**src/sv/dhkv_fifo.sv**
```systemverilog
// Two-entry queue between the front end and the table engine.
module dhkv_fifo #(
  parameter int W = 8
) (
  input  logic         clk,
  input  logic         rst,
  input  logic         push,
  input  logic [W-1:0] din,
  input  logic         pop,
  output logic [W-1:0] dout,
  output logic         full,
  output logic         empty
);

  logic [W-1:0] mem [2];
  logic         wp;
  logic         rp;
  logic [1:0]   cnt;

  assign full  = (cnt == 2'd2);
  assign empty = (cnt == 2'd0);
  assign dout  = mem[rp];

  always_ff @(posedge clk) begin
    if (rst) begin
      wp  <= 1'b0;
      rp  <= 1'b0;
      cnt <= '0;
    end else begin
      if (push) begin
        wp <= ~wp;
      end
      if (pop) begin
        rp <= ~rp;
      end
      cnt <= cnt + {1'b0, push} - {1'b0, pop};
    end
  end

  always_ff @(posedge clk) begin
    if (push) begin
      mem[wp] <= din;
    end
  end

endmodule

```
**config.mk**
```make
export PLATFORM = sky130hd
export DESIGN_NAME = dhkv_fifo
export DESIGN_NICKNAME = d
export VERILOG_FILES = /design/src/sv/dhkv_fifo.sv
export SDC_FILE = /design/constraint.sdc
export NUM_CORES = 1
export LEC_CHECK = 0
export ABC_AREA = 1
export BUFFER_PORTS_ARGS = -buffer_cell sky130_fd_sc_hd__buf_2
export CORE_MARGIN = 1.5
export CORE_UTILIZATION = 45
export DETAILED_ROUTE_END_ITERATION = 6
export PLACE_DENSITY = 0.76
export SLEW_MARGIN = 20
export SYNTH_ARGS = -nofsm -noshare
export SYNTH_HDL_FRONTEND = slang
export SYNTH_SLANG_ARGS = --single-unit
```
**constraint.sdc**
```tcl
create_clock -name clk -period 3.6 [get_ports clk]
set_clock_uncertainty 0.15 [all_clocks]
set_input_delay 0.54 -clock clk [delete_from_list [all_inputs] [get_ports clk]]
set_output_delay 0.54 -clock clk [all_outputs]
set_load 0.1 [all_outputs]
```
* Word level (Yosys, flattened, before mapping) *
Memories as Yosys holds them, arrays and structs flattened. A register that Yosys moved wholly into a read port is not among the register bits.
Index checks and enable logic that the tools add are counted.

cells by class
  add/subtract/negate cells = 2
  equal/unequal tests = 1
  multiplexer cells = 4
  bitwise logic cells = 2
  reduce and logical (&&, ||, !) cells = 1

operators by type and width
  cell                                        count
  two-way mux 1 bit                           4
  adder 2 x 1 -> 2 bit                        1
  equality test 2 bit, second input constant  1
  logical NOT 2 bit                           1
  NOT 1 bit                                   2
  subtractor 2 x 1 -> 2 bit                   1

storage, ports and cells
  register bits = 4
  memory bits (writable) = 16
  bits of input ports = 12
  word-level logic and storage cells = 14
  memories kept = 1

memories
  memory  depth  width  rd ports  clocked after Yosys merged registers in  wr ports  line  RTL
  mem     2      8      1         1                                        1         15    logic [W-1:0] mem [2];

* Logic depth before layout (Yosys ltp) *
  depth in word-level cells = 3
  gate-level depth with buffers = 9
  depth with buffers taken out = 9

* Worst setup path before layout *
Ideal clock, no wire load.

  path type = flip-flop to output port
  start = register cnt[1]
  end = output port full
  arrival = 1.631 ns
  data required time = 2.910 ns
  path slack = 1.279 ns
  cell stages (with the launch flop) = 3
  buffers on the path = 0
  cell sequence = dfxtp_1 inv_1 nor2_1

on the way
  word-level cells in the longest chain between the ends = 1

ends and longest elaborated chain
  what                    line  RTL
  start, declared         18    logic [1:0] cnt;
  start signal, assigned  36    cnt <= cnt + {1'b0, push} - {1'b0, pop};
  equality test 2 bit     20    assign full = (cnt == 2'd2);
  end, declared           11    output logic full,

No other way between the ends.

==> flow_summary_export.csv <==
group,metric,value,unit
pwr,power.density,567,nW/um^2
setup_path,arrival,1.58,ns
yosys,yosysWarnings,0,
setup_path,required,2.91,ns
layout,nFillCells,159,
detailed_routing,via_count,476,
detailed_routing,antenna_left,0,
yosys,syn-num-nets,70,
layout,fin_nets,95,
detailed_routing,wire_per_inst,11.2,microns
global_routing,grt_pass1_wl,1.78,mm
detailed_routing,drtPass1Iterations,4,
timing,slew_viol_final,0,
layout,area_delta_synth_final,18.1,%
clocking,cts_made_buffers,3,
clocking,post_cts_resized,0,
clocking,htreeDepth,1,
timing,worst_pin_slew,0.721,ns
timing,rsz0062_at_grt,"no",
global_routing,grt_usage,12.7,%
die,dieHeight,46.1,microns
timing,clock.fmax,440,MHz
place,pre_cts_ws,1.63,ns
place,gp_congestion,0.631,
layout,finalNonFillerCells,105,
setup_path,path_class,"reg -> out",
yosys,post_synth.cell_area_avg,14.9,sq um
place,numPortBuffers,21,
yosys,synth_area,836,sq um
pwr,power.leakage,0.436,nW
clocking,cts_tree,"built",
flow_run,max-cap-violations,0,
yosys,synth_seq_cells,21,
setup_path,end_kind,"output pin",
layout,drive_gt1_share,40.0,%
global_routing,grt_pass1_vias,420,
place,place_inst,101,
timing,period_share,63.1,%
clocking,cts.hold.buffers_added,0,
clocking,clk_latency,0.29,ns
status,outcome,"finished, final reports clean",
yosys,ys_seq_area_share,69.5,%
clocking,postCtsSetupRepairBufs,0,
die,core_area,1730,sq um
place,hpwl,893,microns
timing,hold_viol,0,
timing,fin_setup_tns,0,ns
timing,slew_headroom,51.7,%
pwr,ir_worst_vdd,0.403,mV
die,fp-row-count,15,
worst_hold_path,hold_path.class,"in -> reg",
clocking,cts_root_buffer,"clkbuf_4",
timing,timing.final.ws_setup,1.33,ns
die,io_pins,22,
detailed_routing,route.detailed.drc,0,
timing,min_period,2.27,ns
timing,setup_viol,0,
detailed_routing,viasPerCell,4.53,
global_routing,gr-total-overflow,0,
setup_path,path_max_fanout,8,
global_routing,grt_max_degree,12,
yosys,synth_cell_type_count,12,
global_routing,antenna_found_initial,0,
die,die_x,46.1,microns
detailed_routing,drtIter0Drc,18,
clocking,ctsLongestPathBuffers,2,
setup_path,start_kind,"register",
clocking,clk_pin_slew,0.11,ns
detailed_routing,wirelength,1.18,mm
clocking,clkSinkCount,21,
die,start_util,48.4,%
die,die-area,2120,sq um
yosys,syn_inst,56,
layout,n_antenna_cell,0,
[flip-flops by register name (all words and copies together), names as in the netlist, named ones only]
| register | count |
|---|---|
| cnt | 2 |
| mem | 16 |
| wp | 1 |
| rp | 1 |
[metal layers]
| metal | global-route usage [%] | part of all wire (%) | vias up |
|---|---|---|---|
| li1 | - | - | 239 |
| met1 | 14.8 | 42 | 218 |
| met2 | 20.3 | 49 | 17 |
| met3 | 5.88 | 7.6 | 2 |
| met4 | 5.14 | 1.0 | 0 |
| met5 | 0 | 0 | - |
[critical path: stages (launching register included)]
cell and delay [ns]:
dfxtp_1 0.64, mux2_4 0.24, buf_2 0.42
[stage by stage]
| step | hold slack (ns) | utilization, % | power [W] | cell area (sq um) |
|---|---|---|---|---|
| 2_1_floorplan | 0.330 | - | 0.000437 | 836 |
| 3_3_place_gp | 0.348 | 55.7 | 0.000456 | 961 |
| 3_5_place_dp | 0.366 | 55.7 | 0.000461 | 961 |
| 4_1_cts | 0.272 | 57.2 | 0.000565 | 987 |
| 5_1_grt | 0.261 | 57.2 | 0.000584 | 987 |
| 6_report | 0.280 | 57.2 | 0.000560 | 987 |
[cells in the final DEF, fill, tap and decap left out]
master | Yosys | routed
xnor2_1 | 1 | 1
nor3_1 | 1 | 1
nand3_1 | 1 | 1
mux2_4 | 8 | 8
clkbuf_4 | 0 | 3
buf_2 | 0 | 21
nand2_1 | 4 | 4
clkbuf_1 | 0 | 1
ha_1 | 2 | 2
nor2_1 | 8 | 8
edfxtp_1 | 16 | 16
inv_1 | 8 | 8
a21oi_1 | 1 | 1
dfxtp_1 | 5 | 5
[logic make-up (layout without fill, tap and decap cells)]
kind of cell / count (synthesis) / in the layout / synth area share, %
buffers and inverters: 9 / 33 / 4.94
and+or+nand+nor: 14 / 14 / 6.59
xor gates and xnor gates: 1 / 1 / 1.05
adders and majority gates: 2 / 2 / 2.99
muxes: 8 / 8 / 14.4
DFF: 21 / 21 / 69.5
AOI/OAI and AO/OA: 1 / 1 / 0.598
[path summary, 6_finish.rpt]
| path | start | endpoint | slack, ns | cells past startpoint |
|---|---|---|---|---|
| max reg2reg | cnt[0] | cnt[1] | 2.18 | 8 |
| max | register | dout[3] | 1.33 | 2 |
| min reg2reg | wp | wp | 0.38 | 2 |
| min | din[1] | mem[0][1] | 0.28 | 1 |
[report_power, final]
group	internal, W	leakage [nW]	switching [W]
registers	0.000278	0.192	0.0000106
clock network	0.0000431	0.0150	0.0000630
logic	0.0000376	0.230	0.000127
[Yosys cell counts (all sizes together)]
library cell | count | area [sq um]
a21oi | 1 | 5.00
buf | 1 | 11.3
dfxtp | 5 | 100
edfxtp | 16 | 480
ha | 2 | 25.0
inv | 8 | 30.0
mux2 | 8 | 120
nand2 | 4 | 15.0
nand3 | 1 | 5.00
nor2 | 8 | 30.0
nor3 | 1 | 5.00
xnor2 | 1 | 8.76
[area by class of cell]
class / count / area, sq um / area share (%)
well taps: 25 / 31.3 / 3.17
clock buffers: 4 / 26.3 / 2.66
repair buffers: 21 / 105 / 10.6
multi-input cells: 26 / 214 / 21.7
inverters: 8 / 30.0 / 3.04
flip-flops and latches: 21 / 581 / 58.8
Note: power is estimated with default switching activity, not from simulation.
