<file path="src/sv/dhkv_pkg.sv">
// Shared types and codes of the double-hash key/value table.
package dhkv_pkg;

  localparam logic [1:0] MODE_INSERT = 2'd0;
  localparam logic [1:0] MODE_SEARCH = 2'd1;
  localparam logic [1:0] MODE_REMOVE = 2'd2;
  localparam logic [1:0] MODE_NONE   = 2'd3;

  localparam logic [1:0] TAG_EMPTY = 2'd0;
  localparam logic [1:0] TAG_LIVE  = 2'd1;
  localparam logic [1:0] TAG_TOMB  = 2'd2;

  localparam logic [2:0] ST_NEW      = 3'd0;
  localparam logic [2:0] ST_REPLACED = 3'd1;
  localparam logic [2:0] ST_HIT      = 3'd2;
  localparam logic [2:0] ST_MISS     = 3'd3;
  localparam logic [2:0] ST_FULL     = 3'd4;

  localparam logic [63:0] REG_FIRST_MULT  = 64'd0;
  localparam logic [63:0] REG_SECOND_MULT = 64'd1;
  localparam logic [63:0] REG_LOAD_LIMIT  = 64'd2;
  localparam logic [63:0] REG_KEY_BYTES   = 64'd3;

  localparam logic [63:0] FIRST_MULT_RESET  = 64'd15769474759331449193;
  localparam logic [63:0] SECOND_MULT_RESET = 64'd13659238136753279047;
  localparam logic [15:0] LOAD_LIMIT_RESET  = 16'd26214;
  localparam logic [3:0]  KEY_BYTES_RESET   = 4'd8;

  typedef enum logic [1:0] {
    F_IDLE,
    F_HASH,
    F_PUSH
  } front_state_t;

  typedef enum logic [3:0] {
    B_INIT,
    B_IDLE,
    B_CLR,
    B_CRD,
    B_CCHK,
    B_CHASH,
    B_PRD,
    B_PCHK,
    B_RD,
    B_CHK,
    B_DONE
  } back_state_t;

endpackage

</file>
<file path="src/sv/dhkv_hash.sv">
// Iterative multiplicative hash: home slot and odd probe step from one key.
module dhkv_hash #(
  parameter int LOG_SLOTS = 10,
  parameter int HASH_BITS = 64
) (
  input  logic                 clk,
  input  logic                 rst,
  input  logic                 start,
  input  logic [63:0]          key,
  input  logic [63:0]          mult_a,
  input  logic [63:0]          mult_b,
  output logic                 done,
  output logic [LOG_SLOTS-1:0] home,
  output logic [LOG_SLOTS-1:0] step
);

  logic [63:0] key_r;
  logic [2:0]  cnt;
  logic        run;
  logic [63:0] prod;
  logic        pv;
  logic [1:0]  ppart;
  logic        pwhich;
  logic [63:0] acc;

  logic                 which_i;
  logic [1:0]           part_i;
  logic [63:0]          mo;
  logic [31:0]          op_a;
  logic [31:0]          op_b;
  logic [63:0]          acc_sum;
  logic [LOG_SLOTS-1:0] hbits;
  logic [LOG_SLOTS-1:0] odd_step;

  // Low 64 bits of a 64x64 product from three 32x32 partial products.
  always_comb begin
    which_i = (cnt >= 3'd3);
    part_i  = which_i ? 2'(cnt - 3'd3) : cnt[1:0];
    mo      = which_i ? mult_b : mult_a;
    op_a    = (part_i == 2'd2) ? key_r[63:32] : key_r[31:0];
    op_b    = (part_i == 2'd1) ? mo[63:32] : mo[31:0];
    acc_sum = acc + {prod[31:0], 32'd0};
    hbits   = acc_sum[HASH_BITS-1 -: LOG_SLOTS];
    if (hbits[0]) begin
      odd_step = hbits;
    end else if (hbits == '0) begin
      odd_step = LOG_SLOTS'(1);
    end else begin
      odd_step = hbits - LOG_SLOTS'(1);
    end
  end

  always_ff @(posedge clk) begin
    if (rst) begin
      run  <= 1'b0;
      cnt  <= '0;
      pv   <= 1'b0;
      done <= 1'b0;
    end else begin
      if (start) begin
        run <= 1'b1;
        cnt <= '0;
      end else if (run) begin
        cnt <= cnt + 3'd1;
        if (cnt == 3'd5) begin
          run <= 1'b0;
        end
      end
      pv   <= run;
      done <= pv && (ppart == 2'd2) && pwhich;
    end
  end

  always_ff @(posedge clk) begin
    if (start) begin
      key_r <= key;
    end
    prod   <= op_a * op_b;
    ppart  <= part_i;
    pwhich <= which_i;
    if (pv) begin
      if (ppart == 2'd0) begin
        acc <= prod;
      end else begin
        acc <= acc_sum;
      end
      if (ppart == 2'd2) begin
        if (pwhich) begin
          step <= odd_step;
        end else begin
          home <= hbits;
        end
      end
    end
  end

endmodule

</file>
<file path="src/sv/dhkv_front.sv">
// Front end: takes items, masks the key and computes its hashes.
module dhkv_front #(
  parameter int LOG_SLOTS = 10,
  parameter int HASH_BITS = 64
) (
  input  logic                 clk,
  input  logic                 rst,
  input  logic                 enable,
  input  logic                 in_valid,
  output logic                 in_ready,
  input  logic [1:0]           mode,
  input  logic [63:0]          key,
  input  logic [63:0]          element_in,
  input  logic [63:0]          first_mult,
  input  logic [63:0]          second_mult,
  input  logic [3:0]           key_bytes,
  input  logic                 q_full,
  output logic                 q_push,
  output logic [1:0]           q_mode,
  output logic [63:0]          q_key,
  output logic [63:0]          q_elem,
  output logic [LOG_SLOTS-1:0] q_home,
  output logic [LOG_SLOTS-1:0] q_step
);

  dhkv_pkg::front_state_t state, state_next;

  logic                 accept;
  logic [3:0]           kb;
  logic [63:0]          masked;
  logic                 hdone;
  logic [LOG_SLOTS-1:0] hhome;
  logic [LOG_SLOTS-1:0] hstep;

  assign accept = in_valid && in_ready;

  always_comb begin
    kb = (key_bytes == 4'd0) ? 4'd1 : key_bytes;
    for (int j = 0; j < 8; j++) begin
      masked[8*j +: 8] = (4'(j) < kb) ? key[8*j +: 8] : 8'd0;
    end
  end

  dhkv_hash #(.LOG_SLOTS(LOG_SLOTS), .HASH_BITS(HASH_BITS)) u_hash (
    .clk    (clk),
    .rst    (rst),
    .start  (accept),
    .key    (masked),
    .mult_a (first_mult),
    .mult_b (second_mult),
    .done   (hdone),
    .home   (hhome),
    .step   (hstep)
  );

  always_comb begin
    state_next = state;
    in_ready   = 1'b0;
    q_push     = 1'b0;
    case (state)
      dhkv_pkg::F_IDLE: begin
        in_ready = enable;
        if (accept) begin
          state_next = dhkv_pkg::F_HASH;
        end
      end
      dhkv_pkg::F_HASH: begin
        if (hdone) begin
          state_next = dhkv_pkg::F_PUSH;
        end
      end
      dhkv_pkg::F_PUSH: begin
        if (!q_full) begin
          q_push     = 1'b1;
          state_next = dhkv_pkg::F_IDLE;
        end
      end
      default: state_next = dhkv_pkg::F_IDLE;
    endcase
  end

  always_ff @(posedge clk) begin
    if (rst) begin
      state <= dhkv_pkg::F_IDLE;
    end else begin
      state <= state_next;
    end
  end

  always_ff @(posedge clk) begin
    if (accept) begin
      q_mode <= mode;
      q_key  <= masked;
      q_elem <= element_in;
    end
    if (hdone) begin
      q_home <= hhome;
      q_step <= hstep;
    end
  end

endmodule

</file>
<file path="config.mk">
export PLATFORM = sky130hd
export DESIGN_NAME = dhkv_front
export DESIGN_NICKNAME = d
export VERILOG_FILES = /design/src/sv/dhkv_pkg.sv /design/src/sv/dhkv_hash.sv /design/src/sv/dhkv_front.sv
export SDC_FILE = /design/constraint.sdc
export NUM_CORES = 2
export LEC_CHECK = 0
export ABC_AREA = 1
export BUFFER_PORTS_ARGS = -buffer_cell sky130_fd_sc_hd__buf_2
export CAP_MARGIN = 20
export CELL_PAD_IN_SITES_DETAIL_PLACEMENT = 1
export CELL_PAD_IN_SITES_GLOBAL_PLACEMENT = 2
export CORE_UTILIZATION = 41
export CTS_CLUSTER_DIAMETER = 50
export DETAILED_ROUTE_END_ITERATION = 8
export PLACE_DENSITY_LB_ADDON = 0.1
export SLEW_MARGIN = 20
export SYNTH_ARGS = -nofsm -noshare
export SYNTH_HDL_FRONTEND = slang
export SYNTH_SLANG_ARGS = --single-unit
export TNS_END_PERCENT = 10
</file>
<file path="constraint.sdc">
create_clock -name clk -period 14 [get_ports clk]
set_input_delay 0.7 -clock clk [delete_from_list [all_inputs] [get_ports clk]]
set_output_delay 0.7 -clock clk [all_outputs]
set_load 0.03 [all_outputs]
</file>
Word-level counts from Yosys, hierarchy flattened --
Index checks and enable logic that the tools add are counted.
Storage, ports and cells: output and inout bits 152, register bits 309
Cells by class: order comparisons 9, reduce and logical (&&, ||, !) cells 12, $mul 1, multiplexer cells 18, equality and inequality tests 9, bitwise operators 1, add/sub/neg operators 4
Operators with widths (number):
- two-way mux 64 bit | 2
- adder 64 bit | 1
- multiplier 32 x 32 -> 64 bit | 1
- two-way mux 32 bit | 2
- two-way mux 10 bit | 2
- less-than comparator 3 x 4 -> 1 bit (first input constant) | 4
- logical NOT 10 bit | 1
- subtractor 10 x 1 -> 10 bit (second input constant) | 1
- AND reduction 3 bit | 3
- less-than comparator 1 x 4 -> 1 bit (first input constant) | 2
- less-than comparator 2 x 4 -> 1 bit (first input constant) | 2
- two-way mux 2 bit | 4
- == test 2 bit (second input constant) | 3
- two-way mux 1 bit | 6
- one-hot mux 2 bit (3 select lines) | 1
- == test 2 x 1 -> 1 bit (second input constant) | 2
- logical NOT 2 bit | 2
- logical NOT 4 bit | 1
- two-way mux 4 bit | 1
- inequality test 2 bit (second input constant) | 2
- OR reduction 2 bit | 2
- adder 3 x 1 -> 3 bit (second input constant) | 1
- == test 3 bit (second input constant) | 1
- >= comparator 3 x 2 -> 1 bit (second input constant) | 1
- other kinds (4) | 6

Logic depth before layout (Yosys ltp) --
word-level depth 5, depth in mapped cells 41, mapped depth without buffers 38

By module --
Synthesis repeated with hierarchy kept, for this count alone.
Second synthesis, totals: cells, all modules 5371, area total of the unflattened synthesis 47463.0 µm²
By module, submodules not included:
- dhkv_hash | cells an instance 5074, area each 42335.6 µm², instances 1, seq. area each 4944.7 µm²
- dhkv_front | cells an instance 297, area each 5127.4 µm², instances 1, seq. area each 4544.4 µm²

Least setup slack after synthesis --
No wires, ideal clock.
path type register -> register, start register u_hash.cnt[0], end register u_hash.prod[49], clock period less this slack 7.956 ns, data arrival time 7.837 ns, cell stages (with the launch flop) 35, setup time 0.119 ns, setup slack 6.044 ns, buffers on the path 4, data required time 13.881 ns, cell sequence dfxtp_1 > ha_1 > ha_1 > a211o_1 > buf_4 > xor2_2 > nand2_4 > buf_4 > buf_6 > o21ai_4 > buf_2 > nor2_1 > fa_1 > fa_1 > inv_1 > fa_1 > fa_1 > inv_1 > fa_1 > inv_1 > fa_1 > fa_1 > fa_1 > inv_1 > ha_1 > nand2_1 > nor2_1 > inv_1 > nor2_1 > nand3_1 > o21ai_0 > nand2_1 > nand2_1 > a21oi_1 > xnor2_1
On the way: longest elaborated chain between the ends 5, elaborated cells between the ends (all ways) 9
RTL lines:
- from (decl) | line dhkv_hash.sv:18 | logic [2:0] cnt;
- from (signal assigned) | line dhkv_hash.sv:64 | cnt <= cnt + 3'd1;
- >= comparator 3 x 2 -> 1 bit or subtractor 2 bit (tied branches) | line dhkv_hash.sv:37, dhkv_hash.sv:38
- two-way mux 2 bit * | line dhkv_hash.sv:38 | part_i = which_i ? 2'(cnt - 3'd3) : cnt[1:0];
- via u_hash.part_i[0] | line dhkv_hash.sv:27 | logic [1:0] part_i;
- == test 2 bit or == test 2 x 1 -> 1 bit (tied branches) | line dhkv_hash.sv:40, dhkv_hash.sv:41
- two-way mux 32 bit (on tied branches) | line dhkv_hash.sv:40, dhkv_hash.sv:41
- multiplier 32 x 32 -> 64 bit * | line dhkv_hash.sv:78 | prod <= op_a * op_b;
- to (signal assigned) | line dhkv_hash.sv:78
- to (decl) | line dhkv_hash.sv:20 | logic [63:0] prod;
Mark *: on every way through the listed nets, which the timed path passes. The rest lies on a longest branch. A chain may end at the register's enable or synchronous reset.

Worst setup path after layout --
start register u_hash.cnt[0], end register u_hash.prod[60]
Same word-level chain as after synthesis.

==> metrics.log <==
[metrics] GRT Overall Usage: 30.9%
[metrics] worst skew pair latency: 600 ps
[metrics] detailed placer's ending HPWL: roughly 140,000 um
[metrics] final-layout fill cell count: 13.1k
[metrics] first-pass GRT wire length: 253,000 um
[metrics] max cap viols: 0
[metrics] timing-limited maximum frequency: 93.5 MHz
[metrics] number of enable flip-flop cells after synthesis: 202
[metrics] site row count: 121
[metrics] maximum fanout along the worst path: 64
[metrics] depth of the CTS H-tree: 2
[metrics] Synth cell types: between 40 and 50
[metrics] result of the run: complete, no violations
[metrics] RSZ-0062 raised after global routing: no
[metrics] Clk pin slew, worst setup/hold paths: 60 ps
[metrics] gr ovfl total: 0
[metrics] pin count of the biggest net entering global routing: 69
[metrics] Pre-Repair DR Iteration Count: 5
[metrics] net count after synthesis: 6,713
[metrics] hold violation count in the final report: 0
[metrics] Final ANT Viol Nets: 0
[metrics] Critical Path AT: 11,180 ps
[metrics] number of CTS-inserted buffers: 45
[metrics] cell area after synthesis: approximately 45,000 sq um
[metrics] cell type with the largest total area after synthesis: sky130_fd_sc_hd__fa_1
[metrics] Die Wd: 334 um
[metrics] proportion of register bits with asynchronous set or reset after synthesis: 0%
[metrics] crit path max-delay cell type: sky130_fd_sc_hd__fa_1
[metrics] antenna violations before repair: 7
[metrics] Starting Density: 41.5%
[metrics] Critical Path End Type: register
[metrics] share of the cycle needed by the critical path after routing: roughly 76%
[metrics] cell repeated most along the worst path: sky130_fd_sc_hd__fa_1
[metrics] root buf cell: sky130_fd_sc_hd__clkbuf_16
[metrics] vertical die dimension: 334 um
[metrics] number of DRC violations after detailed-routing iteration 0: 2,300
[metrics] Worst Path Required: 14,480 ps
[metrics] placer's final routability congestion estimate: 0.947
[metrics] most instantiated flip-flop cell in the synthesis netlist: sky130_fd_sc_hd__edfxtp_1
[metrics] area fraction of the dominant cell type after synthesis: 39.7%
[metrics] Finish-stage setup viols: 0
[metrics] post-detailed-route wirelength per cell: between 20 and 25 um
[metrics] syn_area_per_cell: 8.62 sq um
[metrics] CTS tree: done
[metrics] slowest stage delay, CP: 640 ps
[metrics] Final nets: 7,065
[metrics] final worst path period need: around 11,000 ps
[metrics] synthesized netlist cell count: around 5.3k
[metrics] kind of start point of the critical path: register
[metrics] critical path type: reg2reg
[metrics] area added between synthesis and finish: 11.6%
[metrics] vias per cell: ~5.1
[metrics] Warnings, synthesis: 0
[metrics] path category of the worst min-delay check: in2reg
[metrics] layout cells sized above 1: 12.1%
[metrics] cts hold-fix bufs: 0
[metrics] number of cells upsized or downsized after cts: 0
[metrics] number of sinks handled by clock tree synthesis: 277
[metrics] Die Area: 112,000 sq um
[metrics] top cells by area in the synthesized netlist: sky130_fd_sc_hd__fa_1, sky130_fd_sc_hd__edfxtp_1, sky130_fd_sc_hd__inv_1
[metrics] number of flip-flops and latches in the synthesized netlist: 277
[metrics] Slew @ Worst Pin: slightly above 1000 ps
[metrics] number of setup buffers added after CTS: 0
[metrics] total count of max-transition violations in the final report: 0
[metrics] total negative slack for setup checks: 0 ps
[metrics] final routed DRC violation total: 0
[metrics] sequential area share after synthesis: 16.7%
[metrics] port bufs: 418
[metrics] Post-Route Skew: about 17 ps
[metrics] via count of the routed design: 36.5k
[metrics] maximum number of buffers from clock root to sink: 3
[metrics] detailed-route wire length: 169,000 um
[metrics] Rel. slew slack: 32.6%
[metrics] count of boundary I/O pins: 419
[metrics] via count of the first global-routing pass: between 40k and 50k
[metrics] core area: 109,000 sq um
==> per-layer routing <==
layer  GRT usage, %  vias to the layer above  routed length [um]
met5              0                        -                  18
met4           12.6                        4                7630
met3           3.76                      304                8360
met2           51.9                     1070               81500
met1           40.4                    19000               71700
li1               -                    16200                   -
==> placed cells by master (no fill, tap or decap), types with 10 or more instances in the layout <==
master                      instances
sky130_fd_sc_hd__nand2_1          974
sky130_fd_sc_hd__xnor2_1           30
sky130_fd_sc_hd__o211ai_1          36
sky130_fd_sc_hd__a21o_1            10
sky130_fd_sc_hd__nor3_1            17
sky130_fd_sc_hd__o21ai_2           42
sky130_fd_sc_hd__buf_4             76
sky130_fd_sc_hd__xor2_1            48
sky130_fd_sc_hd__clkbuf_16         48
sky130_fd_sc_hd__a21oi_1          108
sky130_fd_sc_hd__dfxtp_1           74
sky130_fd_sc_hd__nor2_1           777
sky130_fd_sc_hd__edfxtp_1         202
sky130_fd_sc_hd__ha_1             298
sky130_fd_sc_hd__fa_1             897
sky130_fd_sc_hd__a31oi_1           26
sky130_fd_sc_hd__inv_1           1222
sky130_fd_sc_hd__o21ai_0           79
sky130_fd_sc_hd__buf_2            418
sky130_fd_sc_hd__nand3_1           56
sky130_fd_sc_hd__o21ai_1           15
sky130_fd_sc_hd__mux2i_1           30
sky130_fd_sc_hd__o21a_1            11
sky130_fd_sc_hd__or2_2             10
sky130_fd_sc_hd__inv_2             42
==> worst paths after layout <==
check | start | end | slack (ps) | depth (start not counted)
worst max-delay path | u_hash.cnt[0]$_SDFFE_PP0P_ | u_hash.prod[60]$_DFF_P_ | 3310 | 30
worst min-delay path | key[3] | u_hash.key_r[3]$_SDFFCE_PP0P_ | 270 | 1
worst max register to register | u_hash.cnt[0]$_SDFFE_PP0P_ | u_hash.prod[60]$_DFF_P_ | 3310 | 30
worst min register to register | u_hash.step[3]$_DFFE_PP_ | q_step[3]$_DFFE_PP_ | 410 | 0
==> Yosys cell counts (2+ instances only) <==
| master | number |
|---|---|
| sky130_fd_sc_hd__o21ai_1 | 21 |
| sky130_fd_sc_hd__or2_2 | 10 |
| sky130_fd_sc_hd__nor3b_1 | 2 |
| sky130_fd_sc_hd__nand3b_1 | 4 |
| sky130_fd_sc_hd__ha_1 | 298 |
| sky130_fd_sc_hd__o21ai_4 | 6 |
| sky130_fd_sc_hd__a21oi_1 | 108 |
| sky130_fd_sc_hd__o211ai_1 | 36 |
| sky130_fd_sc_hd__o21a_1 | 11 |
| sky130_fd_sc_hd__mux2i_1 | 30 |
| sky130_fd_sc_hd__clkbuf_1 | 61 |
| sky130_fd_sc_hd__inv_2 | 42 |
| sky130_fd_sc_hd__nand4_1 | 8 |
| sky130_fd_sc_hd__o21ai_2 | 33 |
| sky130_fd_sc_hd__mux2_2 | 2 |
| sky130_fd_sc_hd__a211oi_1 | 3 |
| sky130_fd_sc_hd__and3_1 | 6 |
| sky130_fd_sc_hd__a21o_1 | 10 |
| sky130_fd_sc_hd__xnor2_1 | 30 |
| sky130_fd_sc_hd__nor2_1 | 778 |
| sky130_fd_sc_hd__a31oi_1 | 26 |
| sky130_fd_sc_hd__xor2_1 | 48 |
| sky130_fd_sc_hd__buf_1 | 4 |
| sky130_fd_sc_hd__o21bai_1 | 6 |
| sky130_fd_sc_hd__nand3_1 | 56 |
| sky130_fd_sc_hd__dfxtp_1 | 75 |
| sky130_fd_sc_hd__buf_6 | 2 |
| sky130_fd_sc_hd__nand2_1 | 974 |
| sky130_fd_sc_hd__a21boi_0 | 2 |
| sky130_fd_sc_hd__inv_1 | 1223 |
| sky130_fd_sc_hd__edfxtp_1 | 202 |
| sky130_fd_sc_hd__nor4_1 | 4 |
| sky130_fd_sc_hd__o21ai_0 | 84 |
| sky130_fd_sc_hd__fa_1 | 897 |
| sky130_fd_sc_hd__buf_2 | 116 |
| sky130_fd_sc_hd__nor3_1 | 17 |
| sky130_fd_sc_hd__buf_4 | 6 |
==> metrics by stage <==
step           worst slack, ps  area, sq um  hold slack, ps  instances  utilization, %
3_5_place_dp              3400        49000             406       7032            44.9
6_report                  3310        50500             275       7117            46.3
4_1_cts                   3350        50500             239       7115            46.3
5_1_grt                   2920        50500             251       7116            46.3
3_3_place_gp              3380        49000             402       7032            44.9
2_1_floorplan             6040        45300             400       5251               -
==> worst max-delay path, delay by kind of cell (launching register included) <==
kind            cells  cell delay, ps
simple gates        7            2020
buf+inv             6            1530
xor+xnor            2             400
compound gates      4            1090
fa+ha+maj          11            4940
flops               1             480
==> area by class of cell <==
type	instances	area (sq um)	share of cell area (%)
repair buffers	494	2660	5.27
diodes	2	5.00	0.00991
clock buffers	52	1230	2.43
flip-flops and latches	277	7570	15.0
well taps	1476	1850	3.66
multi-input cells	3520	32100	63.6
clock inverters	31	313	0.619
inverters	1265	4750	9.41
==> registers in the layout (all words and copies together), names as in the netlist, 10 cells and up <==
name / count
q_step: 10
u_hash.key_r: 64
u_hash.acc: 32
u_hash.home: 10
q_home: 10
u_hash.prod: 64
u_hash.step: 10
q_elem: 64
==> cells by family (layout without fill, tap and decap cells) <==
| kind of cell | Yosys count | count (layout) | share of synthesized area [%] |
|---|---|---|---|
| adder cells (fa/ha/maj) | 1195 | 1195 | 47.9 |
| other | 1 | 3 | 0.00828 |
| flip-flops | 277 | 277 | 16.7 |
| buffers and inverters | 1454 | 1842 | 12.5 |
| AND/OR/NAND/NOR | 1863 | 1863 | 15.9 |
| AO/OA/AOI/OAI | 350 | 350 | 4.78 |
| XOR/XNOR | 79 | 79 | 1.54 |
| multiplexers | 32 | 32 | 0.713 |
Power is left out: the tool's default activity adds up to more than one toggle a clock period on the data nets, which glitch-free logic cannot reach.
